$ cat config.mk
export PLATFORM = sky130hd
export DESIGN_NAME = qcsf_merge
export DESIGN_NICKNAME = d
export VERILOG_FILES = /design/src/hw/rtl/qcsf_pkg.sv /design/src/hw/rtl/qcsf_merge.sv
export SDC_FILE = /design/constraint.sdc
export NUM_CORES = 1
export LEC_CHECK = 0
export BUFFER_PORTS_ARGS = -buffer_cell sky130_fd_sc_hd__buf_2
export CAP_MARGIN = 20
export CORE_AREA = 2 2 39 41
export DETAILED_ROUTE_END_ITERATION = 6
export DIE_AREA = 0 0 41 43
export PLACE_DENSITY_LB_ADDON = 0.2
export SLEW_MARGIN = 15
export SYNTH_ARGS = -nofsm -noshare
export SYNTH_HDL_FRONTEND = slang
export SYNTH_SLANG_ARGS = --single-unit
export TNS_END_PERCENT = 50
$ cat constraint.sdc
create_clock -name vclk -period 1.69
set_input_delay 0.507 -clock vclk [all_inputs]
set_output_delay 0.507 -clock vclk [all_outputs]
set_load 0.01 [all_outputs]
$ cat src/hw/rtl/qcsf_pkg.sv
`timescale 1ns / 1ps
`default_nettype none
// ----------------------------------------------------------------------------
// qcsf_pkg
// Shared types and constants of the quad corner shear filter.
// ----------------------------------------------------------------------------
package qcsf_pkg;

  localparam int EDGE_W  = 33;
  localparam int PROD_W  = 66;
  localparam int SUM_W   = 68;
  localparam int DOTA_W  = 67;
  localparam int SINE_W  = 17;
  localparam int SSQ_W   = 34;
  localparam int DSQ_W   = 134;
  localparam int NN_W    = 136;
  localparam int RHS_W   = 170;
  localparam int IDX_W   = 14;

  localparam logic [2:0] ST_OK      = 3'd0;
  localparam logic [2:0] ST_BYPASS  = 3'd1;
  localparam logic [2:0] ST_FEW     = 3'd2;
  localparam logic [2:0] ST_BAD_IDX = 3'd3;
  localparam logic [2:0] ST_SHORT   = 3'd4;
  localparam logic [2:0] ST_SHEARED = 3'd5;

  localparam logic [1:0] REG_FILTER_ENABLE = 2'd0;
  localparam logic [1:0] REG_SHEAR_SINE    = 2'd1;
  localparam logic [1:0] REG_MIN_EDGE_SQ   = 2'd2;
  localparam logic [1:0] REG_POINT_COUNT   = 2'd3;

  typedef struct packed {
    logic short_edge;
    logic sheared;
  } lane_res_t;

  typedef struct packed {
    logic                    valid;
    logic [2:0]              pre;
    logic [IDX_W-1:0]        a;
    logic [IDX_W-1:0]        b;
    logic [IDX_W-1:0]        c;
    logic [IDX_W-1:0]        d;
  } ctl_t;

endpackage
`default_nettype wire

$ cat src/hw/rtl/qcsf_merge.sv
`timescale 1ns / 1ps
`default_nettype none
// ----------------------------------------------------------------------------
// qcsf_merge
// Picks the status of the first failing corner, in order a, b, c, d.
// ----------------------------------------------------------------------------
module qcsf_merge
  import qcsf_pkg::*;
(
  input  wire logic      [2:0] pre,
  input  wire lane_res_t       lane [4],
  input  wire logic            filter_enable,
  output      logic      [2:0] status
);

  always_comb begin
    status = pre;
    if (pre == ST_OK) begin
      for (int k = 3; k >= 0; k--) begin
        if (lane[k].short_edge) begin
          status = ST_SHORT;
        end else if (filter_enable && lane[k].sheared) begin
          status = ST_SHEARED;
        end
      end
      if (status == ST_OK && !filter_enable) begin
        status = ST_BYPASS;
      end
    end
  end

endmodule
`default_nettype wire

; Word level (Yosys, flattened, before mapping)
; Cells that the tools add are included.
[totals]
ff_bits = 0
inputBits = 12
output_inout_bits = 3
elab_cells = 19
[op_classes]
n_mux = 11
n_reduce_logical = 8
[op_table]
columns = op, count
row1 = 3-bit two-way mux, 11
row2 = 3-bit logical NOT, 2
row3 = 1-bit logical AND, 5
row4 = 1-bit logical NOT, 1

; Logic depth before layout (Yosys ltp)
[logic_depth]
word_depth = 14
depth_mapped = 4
mapped_depth_nobuf = 4

; Least setup slack after synthesis
; No wires, ideal clock.
[synth_path]
kind = in2out
start = in lane[1] in the netlist's numbering
end = out status[0]
arrival_time_ns = 1.310
t_required_ns = 1.183
slack_ns = -0.127
stages = 3
n_path_buf = 0
cell_sequence = or4_4 -> nor2_2 -> a221o_1
[synth_between]
elab_chain_cells = 12
[synth_lines]
columns = item, line
row1 = "start, declared", qcsf_merge.sv:11  ; input wire lane_res_t lane [4],
row2 = 3-bit two-way mux *, qcsf_merge.sv:20  ; if (lane[k].short_edge) begin
row3 = 3-bit two-way mux *, qcsf_merge.sv:22  ; end else if (filter_enable && lane[k].sheared) begin
row4 = 3-bit two-way mux *, qcsf_merge.sv:20
row5 = 3-bit two-way mux *, qcsf_merge.sv:22
row6 = 3-bit two-way mux *, qcsf_merge.sv:20
row7 = 3-bit two-way mux *, qcsf_merge.sv:22
row8 = 3-bit two-way mux *, qcsf_merge.sv:20
row9 = 3-bit two-way mux *, qcsf_merge.sv:18  ; if (pre == ST_OK) begin
row10 = 3-bit logical NOT, qcsf_merge.sv:26  ; if (status == ST_OK && !filter_enable) begin
row11 = 1-bit logical AND, qcsf_merge.sv:26
row12 = 3-bit two-way mux *, qcsf_merge.sv:26
row13 = 3-bit two-way mux *, qcsf_merge.sv:18
row14 = "end, declared", qcsf_merge.sv:13  ; output logic [2:0] status
; Every way passes the cells marked *; elsewhere a longest branch is shown, timed or not. The select of a mux whose other input is x is not followed.

; Final worst setup path
; Same ends and word-level chain as after synthesis.

==> parameters.txt <==
Parameter                              Value

Power
  Static Leakage ... 0.119 nW
  Switching share of power ... 41.7%
  Relative contribution of the clock network to total power ... 0%
  PwrDens ... 212 mW/mm^2
  Worst IR drop on VDD ... 53.8 uV
  Power share of the sequential group ... 0%
  Comb pwr share ... 100.0%
  Internal power contribution ... 29.3 uW
  Net Sw Power ... 21.0 uW

Floorplanning
  Core Area ... 0.00138 mm^2
  Effective utilization at floorplan ... 6.60%
  Std-Cell Rows ... 14
  Die footprint ... 0.00176 mm^2
  Overall die height ... 43 um
  Count of boundary I/O pins ... 15
  Die outline width ... 41 um

Routing
  DRC errors left ... 0
  Post-DRT Antenna Nets ... 0
  Vias per std cell ... 3.74
  Starting DRC count in detailed routing ... 4
  Detailed Route WL ... 444 um
  Total via count in the routed design ... 187
  Per-cell routed wire length ... 8.88 um
  Drt first pass iters ... 3

Critical path
  Ordered cell list for the critical path ... buf_6 -> or4_4 -> nor2_4 -> a221o_1 -> buf_2
  Critical Path End Type ... output port
  Worst path max stage delay ... 0.54 ns
  Arrival time reported for the critical path endpoint ... 1.50 ns
  Sort of element at the start of the critical path ... primary input
  Worst Path Class, Setup ... in -> out
  Standard cell with the maximum stage delay on the critical path ... sky130_fd_sc_hd__or4_4
  Required time of the critical path ... 1.18 ns
  Gate family responsible for the most delay along the worst path ... simple AND/OR/NAND/NOR gates
  Worst path buffer plus inverter count ... 2
  Maximum fanout count along the critical path ... 2

GRT
  Number of global-route vias before repair ... 186
  Antenna violations before repair ... 0
  GR met3 Demand/Resource ... 0%
  Met2 usage in global routing ... 5.63%
  Pin count of the biggest net entering global routing ... 5
  Global route overflow ... 0
  Most used routing layer ... met1
  Wire length of the first global-routing pass ... 724 um
  Met1 global-route usage ... 11.7%
  Overall routing resource usage ... 5.49%

Place
  Placer congestion estimate ... 0.670
  Detailed placer's ending HPWL ... 425 um
  Placed standard-cell area ... 220 um^2
  Count of input and output buffers ... 15

Flow run
  Max-cap violations ... 0

STA
  Final worst path period share ... 119%
  Setup violators final ... 2
  Sum Neg Setup Slack ... -0.587 ns
  Worst setup margin ... -0.320 ns
  Hold Violations, Final ... 0
  Worst Tran Pin Value ... 0.284 ns
  Final worst path period need ... 2.01 ns
  Unrepaired setup endpoints after global routing ... true
  Worst slew slack as a fraction of its limit ... 80.8%
  Number of max-slew violations in the final report ... 0
  Highest clock rate ... 497 MHz

Cells and area
  Ant diodes ... 0
  Sequential cell count ... 0
  Flip-flop and latch area ... 0 um^2
  Fraction of final layout cells with drive strength greater than 1 ... 64.7%
  Area growth from synthesis to layout ... 160%
  Number of nets in the layout ... 48
  Final instance area ... 238 um^2
  Share of the core filled with cells ... 17.2%
  Number of clock buffer instances in the layout ... 0

Clocking
  CTS Hold Bufs ... 0
  Post-CTS Setup Bufs ... 0
  Count of instances resized after the clock tree is built ... 2

Synth
  Cell area after technology mapping ... 91.3 um^2
  Syn avg cell area ... 6.09 um^2
  Netlist cell types ... 11
  Synth Instances ... 15
  Area contributors post-synth ... sky130_fd_sc_hd__a21oi_1 (16%), sky130_fd_sc_hd__or4_4 (12%), sky130_fd_sc_hd__a221o_1 (11%), sky130_fd_sc_hd__nor4b_1 (9.6%), sky130_fd_sc_hd__o41ai_1 (9.6%)
  Synthesis warning total ... 0
  Net count after synthesis ... 27
  Post-synth top area share ... 16.4%
  Sequential share of the synthesized area ... 0%
  Area leader, netlist ... sky130_fd_sc_hd__a21oi_1

Status
  Violated checks ... setup timing
  Result of the run ... complete, but fails checks

Worst hold path
  Min-delay worst type ... in -> out
## Yosys cell counts, drive strengths merged
master,count
a21oi,3
nor2,3
inv,2
a221o,1
clkbuf,1
nor3,1
nor4b,1
o31ai,1
o41ai,1
or4,1
## through the flow
| stage | instances | total power [mW] | hold slack (ns) | setup WS, ns |
|---|---|---|---|---|
| after floorplan | 15 | 0.0137 | 1.12 | -0.127 |
| after global placement | 50 | 0.0479 | 1.26 | -0.332 |
| after detailed placement | 50 | 0.0467 | 1.26 | -0.345 |
| after CTS | 50 | 0.0491 | 1.26 | -0.327 |
| after global routing | 50 | 0.0553 | 1.27 | -0.376 |
| final | 50 | 0.0503 | 1.26 | -0.320 |
## power by group through the flow
stage / combinational [mW] / clock, mW / sequential [mW]
after detailed placement: 0.0467 / 0 / 0
after global placement: 0.0479 / 0 / 0
after floorplan: 0.0137 / 0 / 0
final: 0.0503 / 0 / 0
after CTS: 0.0491 / 0 / 0
after global routing: 0.0553 / 0 / 0
## final timing paths
check             cells past startpoint  slack, ns  startpoint        end
setup / recovery                      5      -0.32     lane[1]  status[0]
hold / removal                        2       1.26      pre[1]  status[1]
## cells by family after synthesis
logic type / synth area share [%]
compound gates: 45.2
simple gates: 42.5
buf+inv: 12.3
## metal layers
layer | vias to the layer above | part of all wire [%]
li1 | 98 | -
met1 | 74 | 58
met2 | 15 | 26
met3 | 0 | 16
met4 | 0 | 0
met5 | - | 0
## final cells by class
| class | count | area (um^2) |
|---|---|---|
| Fill cell | 158 | 1150 |
| Inverter | 2 | 7.51 |
| Multi-Input combinational cell | 12 | 85.1 |
| Tap cell | 16 | 20.0 |
| Timing Repair Buffer | 20 | 125 |
## cell usage in the layout, fill, tap and decap left out
| master | n |
|---|---|
| sky130_fd_sc_hd__o41ai_1 | 1 |
| sky130_fd_sc_hd__nor2_4 | 1 |
| sky130_fd_sc_hd__a221o_1 | 1 |
| sky130_fd_sc_hd__or4_4 | 1 |
| sky130_fd_sc_hd__buf_4 | 5 |
| sky130_fd_sc_hd__inv_1 | 2 |
| sky130_fd_sc_hd__nor3_1 | 1 |
| sky130_fd_sc_hd__buf_6 | 2 |
| sky130_fd_sc_hd__buf_2 | 13 |
| sky130_fd_sc_hd__nor2_1 | 2 |
| sky130_fd_sc_hd__a21oi_1 | 3 |
| sky130_fd_sc_hd__nor4b_1 | 1 |
| sky130_fd_sc_hd__o31ai_1 | 1 |
(Power assumes the default switching activity.)
